[src/sv/spaq_pkg.sv]
// ----------------------------------------------------------------------------
// spaq_pkg
// Shared types and constants of the sorted array priority queue: queue
// depth, field widths, operation and status codes, cell entry and control.
// ----------------------------------------------------------------------------
`default_nettype none

package spaq_pkg;

  // queue geometry
  localparam int unsigned Depth  = 16;
  localparam int unsigned CountW = $clog2(Depth + 1);
  localparam int unsigned DataW  = 32;

  // requested operation
  typedef enum logic {
    KIND_ADD = 1'b0,
    KIND_POP = 1'b1
  } kind_e;

  // result status
  typedef enum logic [1:0] {
    ST_DONE  = 2'd0,
    ST_FULL  = 2'd1,
    ST_EMPTY = 2'd2
  } status_e;

  // action broadcast to every cell in the same cycle
  typedef enum logic [1:0] {
    OP_HOLD   = 2'd0,
    OP_INSERT = 2'd1,
    OP_POP    = 2'd2
  } cell_op_e;

  // one stored entry
  typedef struct packed {
    logic [DataW-1:0] value;
    logic [DataW-1:0] prio;
  } entry_t;

  // control bundle from the top level to the cell row
  typedef struct packed {
    cell_op_e         op;
    logic [DataW-1:0] new_value;
    logic [DataW-1:0] new_prio;
  } cell_ctrl_t;

endpackage

`default_nettype wire

[src/sv/spaq_cell.sv]
// ----------------------------------------------------------------------------
// spaq_cell
// One slot of the sorted row. Compares the incoming priority with its own,
// and on an insert keeps, takes the new entry or takes its left neighbor;
// on a pop takes its right neighbor.
// ----------------------------------------------------------------------------
`default_nettype none

module spaq_cell (
  input  wire                 clk_i,
  input  spaq_pkg::cell_ctrl_t ctrl_i,
  input  wire                 occupied_i,
  input  spaq_pkg::entry_t    left_i,
  input  wire                 left_greater_i,
  input  spaq_pkg::entry_t    right_i,
  output spaq_pkg::entry_t    entry_o,
  output logic                greater_o
);

  spaq_pkg::entry_t entry_q;
  spaq_pkg::entry_t entry_d;

  // new entry goes behind this slot when its priority is strictly greater
  assign greater_o = occupied_i && ($signed(ctrl_i.new_prio) > $signed(entry_q.prio));

  // next slot content
  always_comb begin
    entry_d = entry_q;
    case (ctrl_i.op)
      spaq_pkg::OP_INSERT: begin
        if (greater_o) begin
          entry_d = entry_q;
        end else if (left_greater_i) begin
          entry_d.value = ctrl_i.new_value;
          entry_d.prio  = ctrl_i.new_prio;
        end else begin
          entry_d = left_i;
        end
      end
      spaq_pkg::OP_POP: begin
        entry_d = right_i;
      end
      default: begin
        entry_d = entry_q;
      end
    endcase
  end

  // slot storage, no reset: occupancy comes from the fill count
  always_ff @(posedge clk_i) begin
    entry_q <= entry_d;
  end

  assign entry_o = entry_q;

endmodule

`default_nettype wire

[src/sv/sorted_array_priority_queue.sv]
// A result is in the output register from the cycle after its transaction is accepted.
// Throughput: one add or pop per cycle while the result side does not stall;
// the whole cell row shifts or inserts in the same cycle.
// Input stalls only while a held result is itself stalled.
// Reset clears the fill count and the output valid; slot contents are not
// cleared and are never read before being written.
// ----------------------------------------------------------------------------
// sorted_array_priority_queue
// Priority queue built as a row of cells kept sorted by ascending signed
// priority; adds insert in place, pops take slot 0 and shift the row down.
// ----------------------------------------------------------------------------
`default_nettype none

module sorted_array_priority_queue (
  input  wire                                clk_i,
  input  wire                                rst_ni,
  input  wire                                in_valid_i,
  output logic                               in_stall_o,
  input  wire                                kind_i,
  input  wire signed [spaq_pkg::DataW-1:0]   value_i,
  input  wire signed [spaq_pkg::DataW-1:0]   priority_req_i,
  output logic                               out_valid_o,
  input  wire                                out_stall_i,
  output logic signed [spaq_pkg::DataW-1:0]  popped_value_o,
  output logic [1:0]                         status_o,
  output logic [spaq_pkg::CountW-1:0]        fill_count_o
);

  spaq_pkg::cell_ctrl_t            ctrl;
  spaq_pkg::entry_t                entry_s   [spaq_pkg::Depth];
  logic [spaq_pkg::Depth-1:0]      greater_s;
  logic [spaq_pkg::Depth-1:0]      occupied_s;

  logic [spaq_pkg::CountW-1:0]     count_q, count_d;
  logic                            out_valid_q, out_valid_d;
  logic [spaq_pkg::DataW-1:0]      popped_q, popped_d;
  spaq_pkg::status_e               status_q, status_d;
  logic [spaq_pkg::CountW-1:0]     fill_q;

  logic accept;
  logic is_add;
  logic full;
  logic empty;
  logic do_insert;
  logic do_pop;

  // handshake
  assign in_stall_o = out_valid_q && out_stall_i;
  assign accept     = in_valid_i && !in_stall_o;
  assign is_add     = (spaq_pkg::kind_e'(kind_i) == spaq_pkg::KIND_ADD);
  assign full       = (count_q == spaq_pkg::CountW'(spaq_pkg::Depth));
  assign empty      = (count_q == '0);
  assign do_insert  = accept && is_add && !full;
  assign do_pop     = accept && !is_add && !empty;

  // broadcast control to the cell row
  always_comb begin
    ctrl.new_value = value_i;
    ctrl.new_prio  = priority_req_i;
    if (do_insert) begin
      ctrl.op = spaq_pkg::OP_INSERT;
    end else if (do_pop) begin
      ctrl.op = spaq_pkg::OP_POP;
    end else begin
      ctrl.op = spaq_pkg::OP_HOLD;
    end
  end

  // row of cells
  for (genvar i = 0; i < spaq_pkg::Depth; i++) begin : g_cell
    spaq_pkg::entry_t left_e;
    spaq_pkg::entry_t right_e;
    logic             left_gt;

    assign occupied_s[i] = (count_q > spaq_pkg::CountW'(i));

    if (i == 0) begin : g_first
      assign left_e  = '0;
      assign left_gt = 1'b1;
    end else begin : g_mid
      assign left_e  = entry_s[i-1];
      assign left_gt = greater_s[i-1];
    end

    if (i == spaq_pkg::Depth - 1) begin : g_last
      assign right_e = '0;
    end else begin : g_inner
      assign right_e = entry_s[i+1];
    end

    spaq_cell u_cell (
      .clk_i          (clk_i),
      .ctrl_i         (ctrl),
      .occupied_i     (occupied_s[i]),
      .left_i         (left_e),
      .left_greater_i (left_gt),
      .right_i        (right_e),
      .entry_o        (entry_s[i]),
      .greater_o      (greater_s[i])
    );
  end

  // fill count
  always_comb begin
    count_d = count_q;
    if (do_insert) begin
      count_d = count_q + spaq_pkg::CountW'(1);
    end else if (do_pop) begin
      count_d = count_q - spaq_pkg::CountW'(1);
    end
  end

  // result of the current transaction
  always_comb begin
    popped_d = '0;
    status_d = spaq_pkg::ST_DONE;
    if (is_add && full) begin
      status_d = spaq_pkg::ST_FULL;
    end else if (!is_add && empty) begin
      status_d = spaq_pkg::ST_EMPTY;
    end else if (!is_add) begin
      popped_d = entry_s[0].value;
    end
  end

  assign out_valid_d = accept || (out_valid_q && out_stall_i);

  // control registers
  always_ff @(posedge clk_i or negedge rst_ni) begin
    if (!rst_ni) begin
      count_q     <= '0;
      out_valid_q <= 1'b0;
    end else begin
      count_q     <= count_d;
      out_valid_q <= out_valid_d;
    end
  end

  // output payload register
  always_ff @(posedge clk_i) begin
    if (accept) begin
      popped_q <= popped_d;
      status_q <= status_d;
      fill_q   <= count_d;
    end
  end

  assign out_valid_o    = out_valid_q;
  assign popped_value_o = popped_q;
  assign status_o       = status_q;
  assign fill_count_o   = fill_q;

  // count never passes the depth
  a_count_bound: assert property (@(posedge clk_i) disable iff (!rst_ni)
    count_q <= spaq_pkg::CountW'(spaq_pkg::Depth))
    else $error("fill count above depth");

  // add to a full queue leaves the count and flags full
  a_full_drop: assert property (@(posedge clk_i) disable iff (!rst_ni)
    (accept && is_add && full) |=> (count_q == $past(count_q)) &&
      (status_o == spaq_pkg::ST_FULL) && out_valid_o)
    else $error("add on full queue not dropped");

  // pop on empty queue reports empty with value zero
  a_empty_pop: assert property (@(posedge clk_i) disable iff (!rst_ni)
    (accept && !is_add && empty) |=> (status_o == spaq_pkg::ST_EMPTY) &&
      (popped_value_o == '0) && (count_q == '0))
    else $error("pop on empty queue misreported");

  // successful insert grows the count by one and reports it
  a_insert_count: assert property (@(posedge clk_i) disable iff (!rst_ni)
    do_insert |=> (count_q == $past(count_q) + spaq_pkg::CountW'(1)) &&
      (fill_count_o == count_q))
    else $error("insert count mismatch");

  // the two head slots stay in ascending priority order when both are occupied
  a_sorted: assert property (@(posedge clk_i) disable iff (!rst_ni)
    (count_q > spaq_pkg::CountW'(1)) |->
      ($signed(entry_s[0].prio) <= $signed(entry_s[1].prio)))
    else $error("head entries out of order");

endmodule

`default_nettype wire

[config.mk]
export PLATFORM = sky130hd
export DESIGN_NAME = sorted_array_priority_queue
export DESIGN_NICKNAME = d
export VERILOG_FILES = /design/src/sv/spaq_pkg.sv /design/src/sv/spaq_cell.sv /design/src/sv/sorted_array_priority_queue.sv
export SDC_FILE = /design/constraint.sdc
export NUM_CORES = 2
export LEC_CHECK = 0
export BUFFER_PORTS_ARGS = -buffer_cell sky130_fd_sc_hd__buf_2
export CAP_MARGIN = 20
export CORE_UTILIZATION = 55
export CTS_BUF_LIST = sky130_fd_sc_hd__clkbuf_16
export DETAILED_ROUTE_END_ITERATION = 6
export GPL_ROUTABILITY_DRIVEN = 0
export GPL_TIMING_DRIVEN = 0
export PLACE_DENSITY_LB_ADDON = 0.05
export SYNTH_ARGS = -nofsm -noshare
export SYNTH_HDL_FRONTEND = slang
export SYNTH_SLANG_ARGS = --single-unit
[constraint.sdc]
create_clock -name clk_i -period 24.7 [get_ports clk_i]
set_clock_uncertainty 0.15 [all_clocks]
set_input_delay 4.94 -clock clk_i [delete_from_list [all_inputs] [get_ports clk_i]]
set_output_delay 4.94 -clock clk_i [all_outputs]
set_load 0.005 [all_outputs]
# Yosys cells after proc, flatten, opt, wreduce, memory -nomap -nowiden

Cells that the tools add are included.

Register bits: 1069
Input port bits: 69
Output and inout bits: 41
Logic and storage cells: 190

$add $sub $neg: 2
Order comparisons: 32
Equal/unequal tests: 19
Mux-type cells: 52
Bitwise gates (word level): 1
Reductions and logical operators: 47

Operators with widths:

| cell                                                | count |
|---|---|
| case mux 64 bit (2 select lines)                    | 16 |
| 2-to-1 mux 64 bit                                   | 31 |
| > comparator 32 bit                                 | 16 |
| > comparator 5 x 4 -> 1 bit (second input constant) | 8 |
| != test 2 bit (second input constant)               | 16 |
| AND reduction 2 bit                                 | 16 |
| logical AND 1 bit                                   | 24 |
| > comparator 5 x 3 -> 1 bit (second input constant) | 4 |
| > comparator 5 x 1 -> 1 bit (second input constant) | 2 |
| > comparator 5 x 2 -> 1 bit (second input constant) | 2 |
| 2-to-1 mux 5 bit                                    | 2 |
| 2-to-1 mux 2 bit                                    | 3 |
| adder 5 x 1 -> 5 bit (second input constant)        | 1 |
| == test 5 bit (second input constant)               | 1 |
| zero test 5 bit                                     | 1 |
| subtractor 5 x 1 -> 5 bit (second input constant)   | 1 |
| zero test 1 bit                                     | 3 |
| OR reduction 3 bit                                  | 1 |
| == test 2 x 1 -> 1 bit (second input constant)      | 1 |
| == test 2 bit (second input constant)               | 1 |
| nonzero test 2 bit                                  | 1 |
| logical OR 1 bit                                    | 1 |
| NOT 1 bit                                           | 1 |

# Depth between registers and ports, before layout

Depth after elaboration: 10
Gate-level depth with buffers: 13
Mapped depth without buffers: 9

# Hierarchy

A second synthesis with hierarchy kept.

Cells, all modules: 6511
Area, all modules: 66816.6 um2

By module, submodules not included:

| module                            | instances | cells each | area each (um2) | sequential area each (um2) |
|---|---|---|---|---|
| spaq_cell at g_cell[0].u_cell ... | 13        | 397        | 4043.9          | 1921.8 |
| spaq_cell at g_cell[8].u_cell ... | 2         | 397        | 4082.7          | 1921.8 |
| spaq_cell at g_cell[7].u_cell     | 1         | 398        | 4061.4          | 1921.8 |
| sorted_array_priority_queue       | 1         | 158        | 2019.4          | 1321.3 |

# Worst setup path before layout

Ideal clock, no wire load.

Path type: input to register
Start: in priority_req_i[0] (netlist name)
End: reg g_cell[15].u_cell.entry_q, in the netlist g_cell[15].u_cell.entry_o[0], enable pin
Library setup time: 0.706 ns
Arrival: 13.834 ns
Data required time: 23.844 ns
Setup slack: 10.010 ns
Stages on the path: 10
Buffers on the path: 1
Path through: inv_1 -> clkbuf_1 -> ha_1 -> nor2b_1 -> o21ai_0 -> nand2b_1 -> a21oi_1 -> or3_1 -> a31oi_1 -> o311ai_0

Cells in the longest elaborated chain, start to end: 4

RTL lines:

| element                              | line                              | RTL |
|---|---|---|
| start, declared                      | sorted_array_priority_queue.sv:21 | `input wire signed [spaq_pkg::DataW-1:0] priority_req_i,` |
| > comparator 32 bit                  | spaq_cell.sv:24                   | `assign greater_o = occupied_i && ($signed(ctrl_i.new_prio) > $signed(entry_q.prio));` |
| logical AND 1 bit                    | spaq_cell.sv:24                   |  |
| != test 2 bit (no source line)       | n/a                               |  |
| AND reduction 2 bit (no source line) | n/a                               |  |
| end signal, assigned                 | spaq_cell.sv:51                   | `entry_q <= entry_d;` |
| end, declared                        | spaq_cell.sv:20                   | `spaq_pkg::entry_t entry_q;` |

No other way between the ends.
A chain may end at the register's enable or synchronous reset.

# Worst setup path in the final report

Start: in out_stall_i
End: out in_stall_o

Cells in the longest elaborated chain, start to end: 1

RTL lines:

| element           | line                              | RTL |
|---|---|---|
| start, declared   | sorted_array_priority_queue.sv:23 | `input wire out_stall_i,` |
| logical AND 1 bit | sorted_array_priority_queue.sv:48 | `assign in_stall_o = out_valid_q && out_stall_i;` |
| end, declared     | sorted_array_priority_queue.sv:18 | `output logic in_stall_o,` |

No other way between the ends.

==> implementation parameters <==
Parameter                              Value

Outcome
  Outcome    completed

Worst setup path
  Highest cell delay on the worst timing path    110 ps
  Cells traversed along the worst timing path    buf_2, nand2_1, inv_1, buf_2
  Number of buffer and inverter stages on the critical path    3
  Startpoint type of the worst setup path    primary input
  Worst endpoint data arrival time    5270 ps
  Classification of the worst setup path    primary input to output pin
  Largest delay contributor family on the critical path    buffers and inverters
  Source of the worst register-to-register timing path    count_q[0]
  Crit-path most repeated cell    sky130_fd_sc_hd__buf_2
  Crit end category    output pin
  Setup slack of the worst register-to-register path    18540 ps
  Required time of the critical path    19610 ps
  Launch point of the worst path    out_stall_i
  Crit path max fanout    3
  Critical path's slowest cell    sky130_fd_sc_hd__buf_2

Clock tree
  Source-to-sink clock delay at the later pin of the worst-skew pair    750 ps
  Maximum count of clock buffers along a single path    3
  Clock Sinks    1069
  CTS tree    yes
  Root cell of the clock tree    sky130_fd_sc_hd__clkbuf_16
  Number of gates given a new drive strength after cts    0
  Clock buffer count from CTS    118
  Htree depth    3
  Post-CTS setup repair buffer count    0
  Total of hold buffers inserted after clock tree synthesis    0
  Clock slew at reported path FFs    70 ps

STA
  Post-route clock period utilization    0.4196
  Finish-stage setup viols    0
  Minimum period implied by the final worst setup slack    10360 ps
  Final Slew Violations    0
  Worst-Margin Slew    1354 ps
  Peak Freq    0.09650 GHz
  Worst slew slack as a fraction of its limit    0.09761
  Accumulated negative setup slack    0 ps
  RSZ-0062 raised after global routing    no
  WHS    397.2 ps
  Setup slack after layout    14340 ps
  Hold Vio Cnt, Final    0

Floorplanning
  Number of top-level pins    110
  Area of the core    117900 sq um
  Chip Width    346.8 microns
  Starting Density    0.5543
  Number of rows created at floorplan    126
  Die H    346.8 microns
  Die outline area    120200 sq um

Synthesis
  Syn Nets    6315
  Fraction of registers with async set or reset after synthesis    0.005613
  Register bit total from synthesis    1069
  Synth Area per Inst    11.41 sq um
  Fraction of synthesized area in multiplexers    0
  Adder and majority cell fraction of the synthesized area    0.09895
  Combinational family with the most area after synthesis    compound AO/OA/AOI/OAI gates
  Post-synthesis compound-gate area fraction    0.1938
  Post-synth top flop    sky130_fd_sc_hd__edfxtp_1
  Count of flip-flops with a built-in enable after synthesis    1063
  Sequential share of the synthesized area    0.4906
  Simple logic cell fraction of the synthesized area    0.1447
  Count of warnings emitted by yosys    0
  Post-synth cell types    62
  Xor-xnor portion of the synthesized cell area    0.0004019
  Gate Count Post-Synth    5729
  Netlist area before placement    65370 sq um

GRT
  Vias in the first global route    51301
  First-pass GRT wire length    356500 microns
  Largest net degree at the start of global routing    44
  GRT Overall Usage    0.4033
  Number of antenna violations at the first check in global routing    9
  Overflow left after global routing    0

Power
  Leakage power    27.56 nW
  Power Density    122.7 nW/um^2
  Overall power of the completed layout    8.906 mW
  Fraction of power spent switching nets    0.4085
  Power share of the combinational group    0.427
  Internal Dissipation    5.268 mW
  Sequential share of power    0.364
  Switching Power    3.638 mW
  Clock group share of total power    0.209
  Largest vdd supply drop    0.08733 mV

Route
  Iteration-0 DRC count of the detailed router    8311
  Routed via count    54606
  Detailed-route vias per instance    7.148
  Number of iterations in the first detailed-routing pass    6
  Remaining antenna violation count    0
  Remaining design rule violation count    0
  Average wire per standard cell    32.55 microns
  Aggregate routed wire length    248700 microns

Final layout
  Proportion of layout cells with a drive suffix above 1    0.1100
  Share of the core filled with cells in the final layout    0.6154
  Nets    6582
  Area overhead of the layout relative to synthesis    11.01%

Hold path
  Min-delay src    g_cell[0].u_cell.entry_o[46]
  Classification of the worst-slack hold path    register to register

Flow run
  Max Cap Violations    0

Place
  Placed wire-length estimate    183200 microns
  Pre-CTS setup slack    14340 ps
  Count of port buffers added during placement    109
-- layout by cell type (no fill, tap or decap), types with 12 or more instances in the layout --
cell and n:
sky130_fd_sc_hd__a2111oi_0 14, sky130_fd_sc_hd__a21o_1 26, sky130_fd_sc_hd__a21oi_1 227, sky130_fd_sc_hd__a221o_1 718
sky130_fd_sc_hd__a31oi_1 14, sky130_fd_sc_hd__and2_1 46, sky130_fd_sc_hd__and4_1 22, sky130_fd_sc_hd__buf_2 222
sky130_fd_sc_hd__buf_4 82, sky130_fd_sc_hd__buf_6 22, sky130_fd_sc_hd__bufinv_16 15, sky130_fd_sc_hd__clkbuf_1 268
sky130_fd_sc_hd__clkbuf_16 121, sky130_fd_sc_hd__clkinv_1 22, sky130_fd_sc_hd__clkinv_2 26, sky130_fd_sc_hd__edfxtp_1 1063
sky130_fd_sc_hd__ha_1 517, sky130_fd_sc_hd__inv_1 634, sky130_fd_sc_hd__nand2_1 458, sky130_fd_sc_hd__nand2_4 12
sky130_fd_sc_hd__nand3_1 121, sky130_fd_sc_hd__nand4_1 86, sky130_fd_sc_hd__nor2_1 50, sky130_fd_sc_hd__nor2b_1 23
sky130_fd_sc_hd__nor3_1 19, sky130_fd_sc_hd__nor3b_1 693, sky130_fd_sc_hd__nor4_1 33, sky130_fd_sc_hd__o211ai_1 18
sky130_fd_sc_hd__o21ai_0 147, sky130_fd_sc_hd__o21ai_1 13, sky130_fd_sc_hd__o221ai_1 92, sky130_fd_sc_hd__o221ai_2 100
sky130_fd_sc_hd__o31a_1 18
-- cell type report --
cell class	count	area, sq um
clock inverter	96	894.6
multi-input combinational	3561	28740
buffer	483	2374
inverter	616	2312
tap	1536	1922
antenna	10	25.02
timing repair buffer	147	1202
clock buffer	121	3028
sequential	1069	32070
fill	9646	45360
-- Yosys cell counts, types with 46 or more instances --
cell | n | share of area
sky130_fd_sc_hd__nand4_1 | 86 | 0.0082
sky130_fd_sc_hd__nor2_1 | 50 | 0.0029
sky130_fd_sc_hd__o221ai_1 | 92 | 0.012
sky130_fd_sc_hd__inv_1 | 616 | 0.035
sky130_fd_sc_hd__a221o_1 | 718 | 0.11
sky130_fd_sc_hd__and2_1 | 46 | 0.0044
sky130_fd_sc_hd__nand2_1 | 470 | 0.027
sky130_fd_sc_hd__buf_2 | 112 | 0.0086
sky130_fd_sc_hd__ha_1 | 517 | 0.099
sky130_fd_sc_hd__buf_4 | 77 | 0.0088
sky130_fd_sc_hd__clkbuf_1 | 271 | 0.016
sky130_fd_sc_hd__o221ai_2 | 100 | 0.023
sky130_fd_sc_hd__o21ai_0 | 147 | 0.011
sky130_fd_sc_hd__a21oi_1 | 227 | 0.017
sky130_fd_sc_hd__nor3b_1 | 693 | 0.080
sky130_fd_sc_hd__edfxtp_1 | 1063 | 0.49
sky130_fd_sc_hd__nand3_1 | 121 | 0.0093
-- flip-flops by register name, summed over array words and instances (netlist names) --
signal,flops
status_o,2
popped_value_o,32
g_cell.u_cell.entry_o,1024
count_q,5
fill_count_o,5
out_valid_o,1
-- per-stage QoR --
step,area [sq um],cells
detailed placement,68540,7405
global route,72540,7629
CTS,72460,7622
finish,72570,7639
global placement,67840,7374
floorplan,65370,5729
-- power groups by stage --
stage	clock [mW]	combinational, mW	sequential (mW)
6_report	1.86	3.80	3.24
5_1_grt	1.92	3.99	3.27
3_5_place_dp	0	3.60	3.25
2_1_floorplan	0	2.39	3.10
3_3_place_gp	0	3.43	3.30
4_1_cts	1.86	3.62	3.22
-- cells by family (layout without fill, tap and decap cells) --
logic type,Yosys count,after routing
and+or+nand+nor,1597,1597
AOI/OAI and AO/OA,1444,1444
buffers and inverters,1099,1463
DFF,1069,1069
adders and majority gates,517,517
xor gates and xnor gates,3,3
other,0,10
-- path summary, 6_finish.rpt --
kind                                           endpoint  cells past startpoint
setup / recovery                             in_stall_o                      4
setup reg to reg           g_cell[6].u_cell.entry_o[29]                     14
min in group asynchronous                   out_valid_o                      1
hold / removal                       popped_value_o[14]                      1
max in group asynchronous                    count_q[0]                      1
hold reg to reg                      popped_value_o[14]                      1
-- metal layers --
metal / vias up / GRT usage / wire length, microns
met5: - / 0 / 179
met4: 12 / 0.1982 / 13840
met3: 528 / 0.1116 / 32220
met2: 3927 / 0.5476 / 99370
met1: 27098 / 0.5875 / 103100
li1: 23041 / - / -
-- worst register-to-register path, stage by stage (launching register included) --
cell and delay (ps):
sky130_fd_sc_hd__dfrtp_1 390, sky130_fd_sc_hd__clkbuf_1 290, sky130_fd_sc_hd__inv_1 140, sky130_fd_sc_hd__ha_1 230
sky130_fd_sc_hd__nor3b_2 180, sky130_fd_sc_hd__and2_1 300, sky130_fd_sc_hd__nor2b_2 940, sky130_fd_sc_hd__and2_1 240
sky130_fd_sc_hd__buf_2 170, sky130_fd_sc_hd__buf_2 340, sky130_fd_sc_hd__buf_2 700, sky130_fd_sc_hd__buf_1 550
sky130_fd_sc_hd__buf_8 260, sky130_fd_sc_hd__a21o_4 540, sky130_fd_sc_hd__buf_12 330
Power figures use the tool's default switching activity.
